`src/rtl/core/dtsp_pkg.sv`:
```
// Shared types, widths and codes for the date-time string parser.
`default_nettype none
package dtsp_pkg;

	localparam int STRING_SIZE_DEF = 20;
	localparam int NUM_FIELDS      = 6;
	localparam int FIELD_W         = 14;
	localparam int SEEN_W          = 3;
	localparam int STATUS_W        = 3;
	localparam int ACC_W           = 17;

	localparam logic [FIELD_W-1:0] SAT_VALUE  = 14'd10000;
	localparam logic [FIELD_W-1:0] YEAR_MAX   = 14'd9999;
	localparam logic [FIELD_W-1:0] MONTH_MAX  = 14'd12;
	localparam logic [FIELD_W-1:0] DAY_MAX    = 14'd31;
	localparam logic [FIELD_W-1:0] HOUR_MAX   = 14'd23;
	localparam logic [FIELD_W-1:0] MINSEC_MAX = 14'd59;

	localparam logic [7:0] CHAR_NUL  = 8'h00;
	localparam logic [7:0] CHAR_ZERO = 8'h30;
	localparam logic [7:0] CHAR_NINE = 8'h39;

	localparam logic [SEEN_W-1:0] SEEN_MAX = 3'd7;

	localparam logic [STATUS_W-1:0] ST_OK         = 3'd0;
	localparam logic [STATUS_W-1:0] ST_BAD_FORMAT = 3'd1;
	localparam logic [STATUS_W-1:0] ST_BAD_YEAR   = 3'd2;
	localparam logic [STATUS_W-1:0] ST_BAD_MONTH  = 3'd3;
	localparam logic [STATUS_W-1:0] ST_BAD_DAY    = 3'd4;
	localparam logic [STATUS_W-1:0] ST_BAD_HOUR   = 3'd5;
	localparam logic [STATUS_W-1:0] ST_BAD_MINUTE = 3'd6;
	localparam logic [STATUS_W-1:0] ST_BAD_SECOND = 3'd7;

	typedef logic [FIELD_W-1:0] field_t;
	typedef logic [NUM_FIELDS-1:0][FIELD_W-1:0] fields_t;

	// Parser state seen by the checker at end of string.
	typedef struct packed {
		fields_t             fields;
		logic [SEEN_W-1:0]   numbers_seen;
	} scan_state_t;

endpackage
`default_nettype wire

```
`src/rtl/core/dtsp_scan.sv`:
```
// Character scanner: gap collapsing, length limit and field accumulation.
`default_nettype none
module dtsp_scan #(
	parameter int STRING_SIZE = dtsp_pkg::STRING_SIZE_DEF
) (
	input  wire logic               clk,
	input  wire logic               arst_n,
	input  wire logic               step,
	input  wire logic [7:0]         ch,
	output dtsp_pkg::scan_state_t   state
);
	import dtsp_pkg::*;

	localparam int KW = $clog2(STRING_SIZE);
	localparam logic [KW-1:0] KEPT_MAX = KW'(STRING_SIZE - 1);

	logic [KW-1:0]     kept_q, kept_d;
	logic              gap_q, gap_d;
	logic [SEEN_W-1:0] seen_q, seen_d;
	fields_t           fields_q, fields_d;

	logic              is_nul, is_digit, full, start;
	logic [3:0]        digit;
	field_t            sel_val;
	logic [ACC_W-1:0]  acc;
	field_t            acc_sat;

	assign is_nul   = (ch == CHAR_NUL);
	assign is_digit = (ch >= CHAR_ZERO) && (ch <= CHAR_NINE);
	assign full     = (kept_q >= KEPT_MAX);
	assign start    = (kept_q == '0) || gap_q;
	assign digit    = 4'(ch - CHAR_ZERO);

	always_comb begin
		seen_d = seen_q;
		if (is_digit && start && (seen_q != SEEN_MAX)) begin
			seen_d = seen_q + 3'd1;
		end
	end

	// Pick the field being built; times ten as shift-add, then saturate.
	always_comb begin
		sel_val = '0;
		for (int k = 0; k < NUM_FIELDS; k++) begin
			if (seen_d == SEEN_W'(k + 1)) begin
				sel_val = fields_q[k];
			end
		end
		acc     = ({3'b000, sel_val} << 3) + ({3'b000, sel_val} << 1) + {13'd0, digit};
		acc_sat = (acc > {3'b000, SAT_VALUE}) ? SAT_VALUE : acc[FIELD_W-1:0];
	end

	always_comb begin
		kept_d   = kept_q;
		gap_d    = gap_q;
		fields_d = fields_q;
		if (is_nul) begin
			kept_d   = '0;
			gap_d    = 1'b0;
			fields_d = '0;
		end else if (!full) begin
			if (is_digit) begin
				for (int k = 0; k < NUM_FIELDS; k++) begin
					if (seen_d == SEEN_W'(k + 1)) begin
						fields_d[k] = acc_sat;
					end
				end
				kept_d = kept_q + KW'(1);
				gap_d  = 1'b0;
			end else if (!start) begin
				kept_d = kept_q + KW'(1);
				gap_d  = 1'b1;
			end
		end
	end

	always_ff @(posedge clk or negedge arst_n) begin
		if (!arst_n) begin
			kept_q   <= '0;
			gap_q    <= 1'b0;
			seen_q   <= '0;
			fields_q <= '0;
		end else if (step) begin
			kept_q   <= kept_d;
			gap_q    <= gap_d;
			seen_q   <= (is_nul) ? '0 : ((full) ? seen_q : seen_d);
			fields_q <= fields_d;
		end
	end

	assign state.fields       = fields_q;
	assign state.numbers_seen = seen_q;

endmodule
`default_nettype wire

```
`src/rtl/core/dtsp_check.sv`:
```
// Format and range check of the six parsed numbers.
`default_nettype none
module dtsp_check (
	input  wire dtsp_pkg::scan_state_t     state,
	output logic [dtsp_pkg::STATUS_W-1:0]  status
);
	import dtsp_pkg::*;

	field_t yr, mo, dy, hr, mi, se;

	assign yr = state.fields[0];
	assign mo = state.fields[1];
	assign dy = state.fields[2];
	assign hr = state.fields[3];
	assign mi = state.fields[4];
	assign se = state.fields[5];

	always_comb begin
		if (state.numbers_seen < SEEN_W'(NUM_FIELDS)) begin
			status = ST_BAD_FORMAT;
		end else if (yr > YEAR_MAX) begin
			status = ST_BAD_YEAR;
		end else if ((mo == '0) || (mo > MONTH_MAX)) begin
			status = ST_BAD_MONTH;
		end else if ((dy == '0) || (dy > DAY_MAX)) begin
			status = ST_BAD_DAY;
		end else if (hr > HOUR_MAX) begin
			status = ST_BAD_HOUR;
		end else if (mi > MINSEC_MAX) begin
			status = ST_BAD_MINUTE;
		end else if (se > MINSEC_MAX) begin
			status = ST_BAD_SECOND;
		end else begin
			status = ST_OK;
		end
	end

endmodule
`default_nettype wire

```
`src/rtl/core/datetime_string_parser_unit.sv`:
```
// Top level of the date-time string parser: input register, scanner, checker, result register.
// A NUL word's result is written to the result register when the word leaves the input register.
// Throughput: one character word per cycle, except that a NUL word waits in the input register
// while an earlier result is not yet taken. The scanner state updates in a single step.
// Reset (arst_n low, asynchronous): clear the scanner state and both valid flags.
`default_nettype none
module datetime_string_parser_unit #(
	parameter int STRING_SIZE = dtsp_pkg::STRING_SIZE_DEF
) (
	input  wire logic                              clk,
	input  wire logic                              arst_n,
	input  wire logic                              in_valid,
	output logic                                   in_ready,
	input  wire logic [7:0]                        character,
	output logic                                   out_valid,
	input  wire logic                              out_ready,
	output logic [dtsp_pkg::STATUS_W-1:0]          status,
	output logic [dtsp_pkg::FIELD_W-1:0]           year,
	output logic [dtsp_pkg::FIELD_W-1:0]           month,
	output logic [dtsp_pkg::FIELD_W-1:0]           day,
	output logic [dtsp_pkg::FIELD_W-1:0]           hour,
	output logic [dtsp_pkg::FIELD_W-1:0]           minute,
	output logic [dtsp_pkg::FIELD_W-1:0]           second
);
	import dtsp_pkg::*;

	// Input register: hold one character word.
	logic        valid_s1;
	logic [7:0]  char_s1;
	logic        is_nul_s1;
	logic        advance;

	// Result register.
	logic                 out_valid_q;
	logic [STATUS_W-1:0]  status_q;
	fields_t              fields_q;

	scan_state_t          scan_state;
	logic [STATUS_W-1:0]  check_status;

	assign is_nul_s1 = (char_s1 == CHAR_NUL);

	// Advance the stored word unless it is a NUL and the result register is still full.
	assign advance  = valid_s1 && (!is_nul_s1 || !out_valid_q || out_ready);
	assign in_ready = !valid_s1 || advance;

	always_ff @(posedge clk or negedge arst_n) begin
		if (!arst_n) begin
			valid_s1 <= 1'b0;
		end else if (in_ready) begin
			valid_s1 <= in_valid;
		end
	end

	always_ff @(posedge clk) begin
		if (in_ready && in_valid) begin
			char_s1 <= character;
		end
	end

	dtsp_scan #(
		.STRING_SIZE (STRING_SIZE)
	) u_scan (
		.clk    (clk),
		.arst_n (arst_n),
		.step   (advance),
		.ch     (char_s1),
		.state  (scan_state)
	);

	// Check the fields as they stand before the NUL clears them.
	dtsp_check u_check (
		.state  (scan_state),
		.status (check_status)
	);

	always_ff @(posedge clk or negedge arst_n) begin
		if (!arst_n) begin
			out_valid_q <= 1'b0;
		end else if (advance && is_nul_s1) begin
			out_valid_q <= 1'b1;
		end else if (out_ready) begin
			out_valid_q <= 1'b0;
		end
	end

	always_ff @(posedge clk) begin
		if (advance && is_nul_s1) begin
			status_q <= check_status;
			fields_q <= scan_state.fields;
		end
	end

	assign out_valid = out_valid_q;
	assign status    = status_q;
	assign year      = fields_q[0];
	assign month     = fields_q[1];
	assign day       = fields_q[2];
	assign hour      = fields_q[3];
	assign minute    = fields_q[4];
	assign second    = fields_q[5];

endmodule
`default_nettype wire
```
`config.mk`:
```
export PLATFORM = sky130hd
export DESIGN_NAME = datetime_string_parser_unit
export DESIGN_NICKNAME = d
export VERILOG_FILES = /design/src/rtl/core/dtsp_pkg.sv /design/src/rtl/core/dtsp_scan.sv /design/src/rtl/core/dtsp_check.sv /design/src/rtl/core/datetime_string_parser_unit.sv
export SDC_FILE = /design/constraint.sdc
export NUM_CORES = 1
export LEC_CHECK = 0
export BUFFER_PORTS_ARGS = -buffer_cell sky130_fd_sc_hd__buf_2
export CAP_MARGIN = 20
export CORE_MARGIN = 3
export CORE_UTILIZATION = 63
export DETAILED_ROUTE_END_ITERATION = 10
export PLACE_DENSITY = 0.84
export SKIP_CTS_REPAIR_TIMING = 1
export SLEW_MARGIN = 10
export SYNTH_ARGS = -nofsm -noshare
export SYNTH_HDL_FRONTEND = slang
export SYNTH_SLANG_ARGS = --single-unit
export TNS_END_PERCENT = 30
```
`constraint.sdc`:
```
create_clock -name clk -period 13.8 [get_ports clk]
set_clock_uncertainty 0.15 [all_clocks]
set_input_delay 2.07 -clock clk [delete_from_list [all_inputs] [get_ports clk]]
set_output_delay 2.07 -clock clk [all_outputs]
set_load 0.01 [all_outputs]
```
* Word level (Yosys, flattened, before mapping)
Cells that the tools add are included.
** Storage, ports and cells
- Bits in registers :: 190
- Bits of input ports :: 12
- Output and inout bits :: 89
- Word-level logic and storage cells :: 116
** Operators by class
- $add $sub $neg :: 5
- $lt $le $gt $ge :: 11
- Eq/ne operators :: 9
- Multiplexer cells :: 35
- Reduce and logical (&&, ||, !) cells :: 36
** Operators by type and width (number)
- 2-to-1 mux 84 bit :: 3
- 2-to-1 mux 14 bit :: 13
- > comparator 14 x 5 -> 1 bit, second input constant :: 2
- > comparator 14 x 6 -> 1 bit, second input constant :: 2
- zero test 14 bit :: 2
- AND reduction 4 bit :: 6
- 2-to-1 mux 3 bit :: 7
- 2-to-1 mux 5 bit :: 4
- adder 17 x 15 -> 17 bit :: 1
- adder 17 x 4 -> 17 bit :: 1
- > comparator 17 x 14 -> 1 bit, second input constant :: 1
- nonzero test 2 bit :: 8
- > comparator 14 bit, second input constant :: 1
- > comparator 14 x 4 -> 1 bit, second input constant :: 1
- equality test 3 bit, second input constant :: 3
- >= comparator 8 x 6 -> 1 bit, second input constant :: 1
- less-or-equal comparator 8 x 6 -> 1 bit, second input constant :: 1
- zero test 8 bit :: 1
- equality test 3 x 2 -> 1 bit, second input constant :: 2
- logical AND 1 bit :: 6
- logical OR 1 bit :: 6
- 2-to-1 mux 1 bit :: 6
- adder 5 x 1 -> 5 bit, second input constant :: 1
- >= comparator 5 bit, second input constant :: 1
- other kinds (13) :: 16

* Longest topological paths before layout
Gate-level depths: netlist of the first run.
- Depth after elaboration :: 20
- Mapped depth :: 25
- Mapped depth without buffers :: 21

* Cells and area by module
Synthesis of the first run repeated with hierarchy kept, for this count alone.
** Unflattened totals
- Cells, all modules :: 813
- Area, all modules :: 9519.1 sq um
** By module, submodules not included
- dtsp_scan :: times used 1, cells an instance 660, area each 6238.5 sq um, seq. area each 2327.2 sq um
- datetime_string_parser_unit :: times used 1, cells an instance 108, area each 2991.6 sq um, seq. area each 2902.8 sq um
- dtsp_check :: times used 1, cells an instance 45, area each 289.0 sq um, seq. area each 0.0 sq um

* Worst setup path after synthesis of the first run
OpenSTA, ideal clock, no wires.
- Path type :: register -> register
- From :: reg u_scan.kept_q[0]
- To :: reg u_scan.fields_q, in the netlist u_scan.state[10]
- Library setup time :: 0.104 ns
- Arrival :: 5.511 ns
- Required time :: 13.546 ns
- Path slack :: 8.036 ns
- Cell stages (with the launch flop) :: 22
- Path buffers :: 3
- Clock period less this slack :: 5.764 ns
- Cell sequence :: dfrtp_1 > inv_1 > ha_1 > nor4b_4 > o2111ai_4 > buf_4 > xor2_2 > buf_2 > mux2i_1 > nor2_1 > a21oi_1 > o21ai_0 > fa_1 > inv_1 > fa_1 > or4b_1 > a211o_1 > o2111a_1 > o21ai_2 > nand2_2 > buf_2 > o41ai_2
** On the way
- Word-level cells in the longest chain between the ends :: 20
- Elaborated cells between the ends (all ways) :: 29
- Classes of those cells :: add/sub (2); order compare (2); eq/ne (7); mux (12); reduce/logical (6)
** Ends and longest elaborated chain
- start, declared :: RTL line dtsp_scan.sv:17 : logic [KW-1:0] kept_q, kept_d;
- start signal, assigned :: RTL line dtsp_scan.sv:84 : kept_q <= kept_d;
- zero test 5 bit :: RTL line dtsp_scan.sv:31 : assign start = (kept_q == '0) || gap_q;
- logical OR 1 bit :: RTL line dtsp_scan.sv:31
- logical AND 1 bit (2 in a row) :: RTL line dtsp_scan.sv:36 : if (is_digit && start && (seen_q != SEEN_MAX)) begin
- 2-to-1 mux 3 bit :: RTL line dtsp_scan.sv:36
- equality test 3 x 1 -> 1 bit :: RTL line dtsp_scan.sv:45, dtsp_scan.sv:64
- 2-to-1 mux 14 bit (6 in a row) :: RTL line dtsp_scan.sv:45 : if (seen_d == SEEN_W'(k + 1)) begin
- adder 17 x 15 -> 17 bit :: RTL line dtsp_scan.sv:49 : acc = ({3'b000, sel_val} << 3) + ({3'b000, sel_val} << 1) + {13'd0, digit};
- adder 17 x 4 -> 17 bit :: RTL line dtsp_scan.sv:49
- > comparator 17 x 14 -> 1 bit :: RTL line dtsp_scan.sv:50 : acc_sat = (acc > {3'b000, SAT_VALUE}) ? SAT_VALUE : acc[FIELD_W-1:0];
- 2-to-1 mux 14 bit :: RTL line dtsp_scan.sv:50
- 2-to-1 mux 14 bit :: RTL line dtsp_scan.sv:64 : if (seen_d == SEEN_W'(k + 1)) begin
- 2-to-1 mux 84 bit :: RTL line dtsp_scan.sv:62 : if (is_digit) begin
- 2-to-1 mux 84 bit :: RTL line dtsp_scan.sv:61 : end else if (!full) begin
- 2-to-1 mux 84 bit :: RTL line dtsp_scan.sv:57 : if (is_nul) begin
- end signal, assigned :: RTL line dtsp_scan.sv:87 : fields_q <= fields_d;
- end, declared :: RTL line dtsp_scan.sv:20 : fields_t fields_q, fields_d;
Several ways; a longest one is shown, not always the timed one. The select of a mux whose other input is x is not followed.
A chain may end at the register's enable or synchronous reset.

* Worst setup path in the final report of the first run
- From :: reg u_scan.seen_q[0]
- To :: reg u_scan.fields_q, in the netlist u_scan.state[37]
** On the way
- Word-level cells in the longest chain between the ends :: 18
- Elaborated cells between the ends (all ways) :: 26
- Classes of those cells :: add/sub (3); order compare (1); eq/ne (7); mux (12); reduce/logical (3)
** Ends and longest elaborated chain
- start, declared :: RTL line dtsp_scan.sv:19 : logic [SEEN_W-1:0] seen_q, seen_d;
- start signal, assigned :: RTL line dtsp_scan.sv:86 : seen_q <= (is_nul) ? '0 : ((full) ? seen_q : seen_d);
- branches (longest 2 deep; another with adder 3 x 1 -> 3 bit)
- 2-to-1 mux 3 bit (*) :: RTL line dtsp_scan.sv:36
- equality test 3 x 1 -> 1 bit :: RTL line dtsp_scan.sv:45
- 2-to-1 mux 14 bit (6 in a row) :: RTL line dtsp_scan.sv:45
- adder 17 x 15 -> 17 bit :: RTL line dtsp_scan.sv:49
- adder 17 x 4 -> 17 bit :: RTL line dtsp_scan.sv:49
- > comparator 17 x 14 -> 1 bit :: RTL line dtsp_scan.sv:50
- 2-to-1 mux 14 bit :: RTL line dtsp_scan.sv:50
- 2-to-1 mux 14 bit :: RTL line dtsp_scan.sv:64
- 2-to-1 mux 84 bit :: RTL line dtsp_scan.sv:62
- 2-to-1 mux 84 bit :: RTL line dtsp_scan.sv:61
- 2-to-1 mux 84 bit :: RTL line dtsp_scan.sv:57
Every way passes the cells marked *. The select of a mux whose other input is x is not followed.

==> results of run 1 <==
-- critical path, stage by stage, from the launching register on --
cell and delay, ns:
dfrtp_1 0.56, ha_1 0.30, ha_1 0.19, inv_1 0.09
o2111ai_4 0.34, xor2_2 0.92, nor2_1 0.40, a21oi_1 0.37
o21ai_0 0.22, fa_1 0.58, inv_1 0.07, fa_1 0.45
and2b_1 0.26, o2111a_1 0.24, nor3_1 0.08, xnor2_1 0.67
o2111a_1 0.32, o21ai_2 0.10, nand2_2 0.76, o41ai_1 0.22
-- synthesized netlist by cell type (all sizes together), types with 2 or more instances --
cell / number
xor2: 8
nand4: 8
nor3: 32
clkbuf: 22
a211oi: 7
edfxtp: 95
mux2: 4
or4: 2
a31oi: 7
o211ai: 3
o21ai: 76
fa: 2
o221a: 10
xnor2: 7
o2111a: 2
and2b: 2
nand3: 33
dfrtp: 95
a221oi: 4
a21oi: 42
a211o: 3
o21a: 3
a222oi: 6
o41ai: 24
a22oi: 10
mux2i: 18
ha: 31
buf: 17
and3: 2
nand2: 79
nor4: 12
inv: 14
nor2: 42
o2111ai: 2
nand2b: 5
or2: 4
a21o: 5
nor2b: 7
and2: 5
o211a: 4
o22ai: 2
o22a: 4
o31ai: 6
-- state kept, by name, indices dropped and copies added, names as in the netlist --
| register | cells |
|---|---|
| u_scan.state | 84 |
| u_scan.gap_q | 1 |
| status | 3 |
| hour | 14 |
| minute | 14 |
| month | 14 |
| day | 14 |
| valid_s1 | 1 |
| u_scan.kept_q | 5 |
| char_s1 | 8 |
| u_scan.seen_q | 3 |
| out_valid | 1 |
| year | 14 |
| second | 14 |
-- stage by stage --
stage               utilization (%)  instance area, um^2  hold slack [ns]  instances  worst slack (ns)
finish                         73.7                10400            0.338       1058              6.30
floorplan                         -                 9210            0.295        777              8.04
detailed placement             69.4                 9780            0.314       1025              6.16
global placement               69.4                 9780            0.327       1025              6.51
CTS                            73.6                10400            0.331       1057              6.12
global route                   73.7                10400            0.356       1058              5.92
-- power by group through the flow --
stage,combinational (mW),sequential [mW],clock [mW]
after global routing,0.408,0.690,0.522
after CTS,0.368,0.684,0.496
after detailed placement,0.364,0.694,0
after floorplan,0.282,0.669,0
final,0.381,0.688,0.499
after global placement,0.352,0.692,0
-- final cells by class --
cell class / instances / area [um^2] / area share [%]
clock buffers: 18 / 439 / 4.23
clock inverters: 14 / 155 / 1.49
inverters: 14 / 53.8 / 0.518
multi-input cells: 534 / 3720 / 35.8
flip-flops and latches: 190 / 5230 / 50.4
well taps: 180 / 225 / 2.17
repair buffers: 108 / 561 / 5.40
-- placed cells by master (no fill, tap or decap), types with 6 or more instances in the layout --
master / count
buf_4: 8
nor2b_1: 7
a222oi_1: 6
nor4_1: 12
a211oi_1: 6
a22oi_1: 10
xor2_1: 7
nand3_1: 33
buf_2: 100
nor3_1: 31
nand4_1: 6
a21oi_1: 40
dfrtp_1: 95
nand2_1: 78
o21ai_0: 46
o41ai_2: 20
inv_1: 13
clkbuf_16: 17
o21ai_1: 29
xnor2_1: 7
nor2_1: 41
a31oi_1: 7
edfxtp_1: 95
o221a_1: 9
mux2i_1: 15
ha_1: 31
-- routing by layer --
metal | GRT usage, % | part of all wire, % | routed length [um] | vias up
met2 | 48.9 | 44 | 11700 | 545
li1 | - | - | - | 3143
met3 | 8.25 | 11 | 2950 | 114
met5 | 0 | 0 | 0 | -
met4 | 16.3 | 5.1 | 1350 | 0
met1 | 46.7 | 39 | 10300 | 3486
-- kinds of logic after synthesis --
logic type	after synthesis	share of synthesized area, %
flops	190	56.8
mux	22	2.80
fa+ha+maj	33	4.65
compound gates	226	18.7
xor+xnor	15	1.51
buf+inv	53	2.79
simple gates	238	12.7
-- how the worst max path moves through the flow --
stage / from / to / slack (ns) / depth (start not counted)
detailed placement: u_scan.seen_q[0] / u_scan.state[37] / 6.16 / 19
global placement: u_scan.seen_q[0] / u_scan.state[18] / 6.51 / 19
global route: u_scan.seen_q[0] / u_scan.state[42] / 5.92 / 19
floorplan: u_scan.kept_q[0] / u_scan.state[10] / 8.04 / 21
finish: u_scan.seen_q[0] / u_scan.state[37] / 6.30 / 19
CTS: u_scan.seen_q[0] / u_scan.state[37] / 6.12 / 19
==> results.json, run 1 <==
{
  "io_pins": 101,
  "fp.dieArea_um2": 16100,
  "fillerInstances": 934,
  "whs_path_depth": 0,
  "fp.dieW_um": 127,
  "startpoint_type": "flip-flop",
  "tns_ns": 0,
  "rsz0062_at_grt": "no",
  "synthCells": 777,
  "grt_pass1_wl_mm": 40.5,
  "slew_headroom_pct": 22.6,
  "core_um2": 14100,
  "clockRootBuffer": "clkbuf_16",
  "htreeDepth": 4,
  "start_util_pct": 65.3,
  "viasPerCell": 6.89,
  "ant_nets": 0,
  "crit_path_end_kind": "flip-flop",
  "vias": 7288,
  "path_max_fanout": 36,
  "seq_power_share_pct": 43.9,
  "finalSetupViolCount": 0,
  "grt_max_degree": 83,
  "drt_iter0_markers": 1251,
  "power_frac_comb_pct": 24.3,
  "ir_worst_vdd_mv": 0.0999,
  "antenna_cells": 0,
  "yosys.area.top_type": "edfxtp_1",
  "maxCapViolCount": 0,
  "portBuffers": 100,
  "grt_util_all_layers_pct": 33.2,
  "post-dp-hpwl_mm": 18.2,
  "synth_seq_cells": 190,
  "hold_class": "flip-flop to flip-flop",
  "finalCritPeriodShare_pct": 54.4,
  "antenna_found_initial": 0,
  "wl_per_cell_um": 24.8,
  "final_net_count": 910,
  "report.power.total_mw": 1.57,
  "leakagePower_nw": 4.53,
  "grt_pass1_vias": 7081,
  "avgSynthCellArea_um2": 11.8,
  "syn-cell-area_um2": 9210,
  "intPower_mw": 1.00,
  "synth_top_area_share_pct": 31.0,
  "clock_path_buffers": 2,
  "drc": 0,
  "gr-total-overflow": 0,
  "rrSetupSlack_ns": 6.30,
  "die_height_um": 127,
  "ys.flop_type": "edfxtp_1",
  "final_hold_viol_count": 0,
  "rows": 43,
  "slew_violations": 0,
  "worst_slew_pin_slew_ns": 1.15,
  "switchingPower_mw": 0.565,
  "totalWireLength_mm": 26.3,
  "synth_edf_count": 95,
  "gp_congestion": 0.981,
  "hold_end": "minute[0]",
  "syn_to_final_growth_pct": 12.8,
  "drt_first_pass_iters": 9,
  "worst_skew_pair.late_latency_ns": 0.45,
  "crit_type": "flip-flop to flip-flop",
  "powerDensity_nw_per_um2": 151,
  "synthTopCellsByArea": "edfxtp_1, dfrtp_1, ha_1, o41ai_2, nand2_1",
  "pwr-share-clk_pct": 31.8,
  "synthArstFlopShare_pct": 50.0,
  "synth_fp_nets": 822,
  "period_minus_slack_ns": 7.50,
  "yosysWarningCount": 0,
  "hp-start": "u_scan.state[59]",
  "p_sw_share_pct": 36.0,
  "ys_seq_area_share_pct": 56.8,
  "synthDistinctLibCells": 76,
  "cts_tree": "built",
  "worstPathArrival_ns": 7.64,
  "path_clk_slew_ns": 0.07,
  "cp.required_ns": 13.94,
  "numCtsBuffers": 17,
  "reg2reg_depth": 19,
  "r2r-start": "u_scan.seen_q[0]",
  "drive_gt1_share_pct": 21.5,
  "status": "complete, no violations",
  "reg2reg_to": "u_scan.state[37]",
  "clkSinkCount": 190,
  "max_freq_ghz": 0.133
}
Power figures use the tool's default switching activity.
==> inputs of run 2 (changes only) <==
- CORE_UTILIZATION: 63 -> 53
- PLACE_DENSITY: 0.84 -> 0.75
- clock period: 13.8 -> 6.55 ns (I/O delays scaled with it)
==> run 2 against run 1 <==
Fmax increased by 21%. Non-clock buffer count increased by 13. Power increased by 120%. Register-to-register slack got worse by 6.0 ns. Clock power increased by 120%. Via count decreased by 1.2%.
==> results.json, run 2 (synthesis results as in run 1) <==
{
  "cp.required_ns": 6.73,
  "rows": 47,
  "final_hold_viol_count": 0,
  "clock_path_buffers": 2,
  "clockRootBuffer": "clkbuf_16",
  "gp_congestion": 0.965,
  "worst_slew_pin_slew_ns": 1.10,
  "startpoint_type": "flip-flop",
  "layout_commonest_cell": "buf_2",
  "start_util_pct": 54.7,
  "wl_per_cell_um": 23.0,
  "fp.dieArea_um2": 19000,
  "fp.dieW_um": 138,
  "cp_common_cell": "fa_1",
  "die_height_um": 138,
  "fin_util_pct": 63.1,
  "max_freq_ghz": 0.161,
  "path_buf_inv": 1,
  "layout_common_cells": "buf_2, edfxtp_1, dfrtp_1, nand2_1, o21ai_0",
  "stdcell_count": 1111,
  "period_minus_slack_ns": 6.22,
  "post-dp-hpwl_mm": 17.9,
  "cts_tree": "built",
  "seq_power_share_pct": 42.1,
  "fillerInstances": 1306,
  "path_max_fanout": 14,
  "viasPerCell": 6.48,
  "antenna_found_initial": 0,
  "portBuffers": 100,
  "gr-total-overflow": 0,
  "multi_input_area_um2": 3720,
  "io_pins": 101,
  "drt_first_pass_iters": 8,
  "ant_nets": 0,
  "rsz0062_at_grt": "no",
  "seq_area_um2": 5230,
  "grt_pass1_vias": 6795,
  "p_sw_share_pct": 34.2,
  "htreeDepth": 4,
  "cp_slowest_cell": "fa_1",
  "crit_path_end_kind": "flip-flop",
  "numCtsBuffers": 17,
  "path_cells": "ha_1 -> or3b_2 -> mux2i_4 -> nor3_4 -> a222oi_1 -> o21ai_0 -> fa_1 -> inv_1 -> fa_1 -> or4b_1 -> a211o_1 -> o2111a_1 -> o21ai_2 -> nand4_2 -> o221a_2",
  "largest_reg_flops": 84,
  "drive_gt1_share_pct": 22.8,
  "critical_path.top_delay_family": "compound AO/OA/AOI/OAI gates",
  "tns_ns": 0,
  "powerDensity_nw_per_um2": 320,
  "grt_max_degree": 63,
  "finalCritPeriodShare_pct": 94.9,
  "power_frac_comb_pct": 25.6,
  "dp.cells": 1078,
  "slew_headroom_pct": 26.2,
  "drc": 0,
  "switchingPower_mw": 1.16,
  "grt_pass1_wl_mm": 39.0,
  "pwr-share-clk_pct": 32.3,
  "ir_worst_vdd_mv": 0.205,
  "leakagePower_nw": 4.60,
  "path_clk_slew_ns": 0.07,
  "slew_violations": 0,
  "finalSetupViolCount": 0,
  "final_net_count": 923,
  "crit_type": "flip-flop to flip-flop",
  "maxCapViolCount": 0,
  "drt_iter0_markers": 1043,
  "syn_to_final_growth_pct": 15.3,
  "hold_class": "flip-flop to flip-flop",
  "cp_slowest_stage_delay_ns": 0.64,
  "vias": 7200,
  "intPower_mw": 2.23,
  "status": "complete, no violations",
  "report.power.total_mw": 3.39,
  "clkSinkCount": 190,
  "totalWireLength_mm": 25.5,
  "core_um2": 16800,
  "worst_skew_pair.late_latency_ns": 0.44,
  "grt_util_all_layers_pct": 27.4,
  "whs_ns": 0.372,
  "antenna_cells": 0,
  "worstPathArrival_ns": 6.40
}
## run 2: path summary, 6_finish.rpt
path	from	end	slack [ns]	cells past startpoint
hold / removal	u_scan.state[42]	day[11]	0.37	0
hold reg to reg	u_scan.state[42]	day[11]	0.37	0
setup / recovery	u_scan.seen_q[2]	u_scan.state[69]	0.33	15
max in group asynchronous	arst_n	u_scan.state[5]	4.73	2
setup reg to reg	u_scan.seen_q[2]	u_scan.state[69]	0.33	15
min in group asynchronous	arst_n	u_scan.gap_q	0.39	1
## run 2: routing by layer
layer	GRT usage, %	wire length, um	vias up
li1	-	-	3169
met1	38.9	10500	3486
met2	41.5	11700	464
met3	5.48	2420	81
met4	11.3	938	0
met5	0	0	-
## run 2: final cells by class
| cell class | count | share of cell area (%) |
|---|---|---|
| Clock buffer | 19 | 4.17 |
| Clock inverter | 13 | 1.74 |
| Inverter | 14 | 0.507 |
| Multi-Input combinational cell | 534 | 35.1 |
| Sequential cell | 190 | 49.3 |
| Tap cell | 220 | 2.59 |
| Timing Repair Buffer | 121 | 6.65 |
## run 2: metrics by stage
| stage | area, um^2 | setup WS (ns) |
|---|---|---|
| after global routing | 10600 | 0.0701 |
| after floorplan | 9210 | 0.786 |
| after CTS | 10600 | 0.307 |
| after global placement | 9960 | 0.535 |
| final | 10600 | 0.331 |
| after detailed placement | 9960 | 0.421 |
## run 2: worst reg2reg max path, cell delays in order, from the launching register on
cell and delay (ns):
dfrtp_1 0.51, ha_1 0.49, or3b_2 0.50, mux2i_4 0.30
nor3_4 0.12, a222oi_1 0.33, o21ai_0 0.31, fa_1 0.59
inv_1 0.07, fa_1 0.64, or4b_1 0.46, a211o_1 0.31
o2111a_1 0.24, o21ai_2 0.26, nand4_2 0.43, o221a_2 0.40
## run 2: power by group through the flow
stage	clock [mW]	combinational [mW]	sequential, mW
floorplan	0	0.594	1.41
global placement	0	0.831	1.44
detailed placement	0	0.842	1.45
CTS	1.09	0.848	1.42
global route	1.14	0.937	1.44
finish	1.09	0.870	1.43
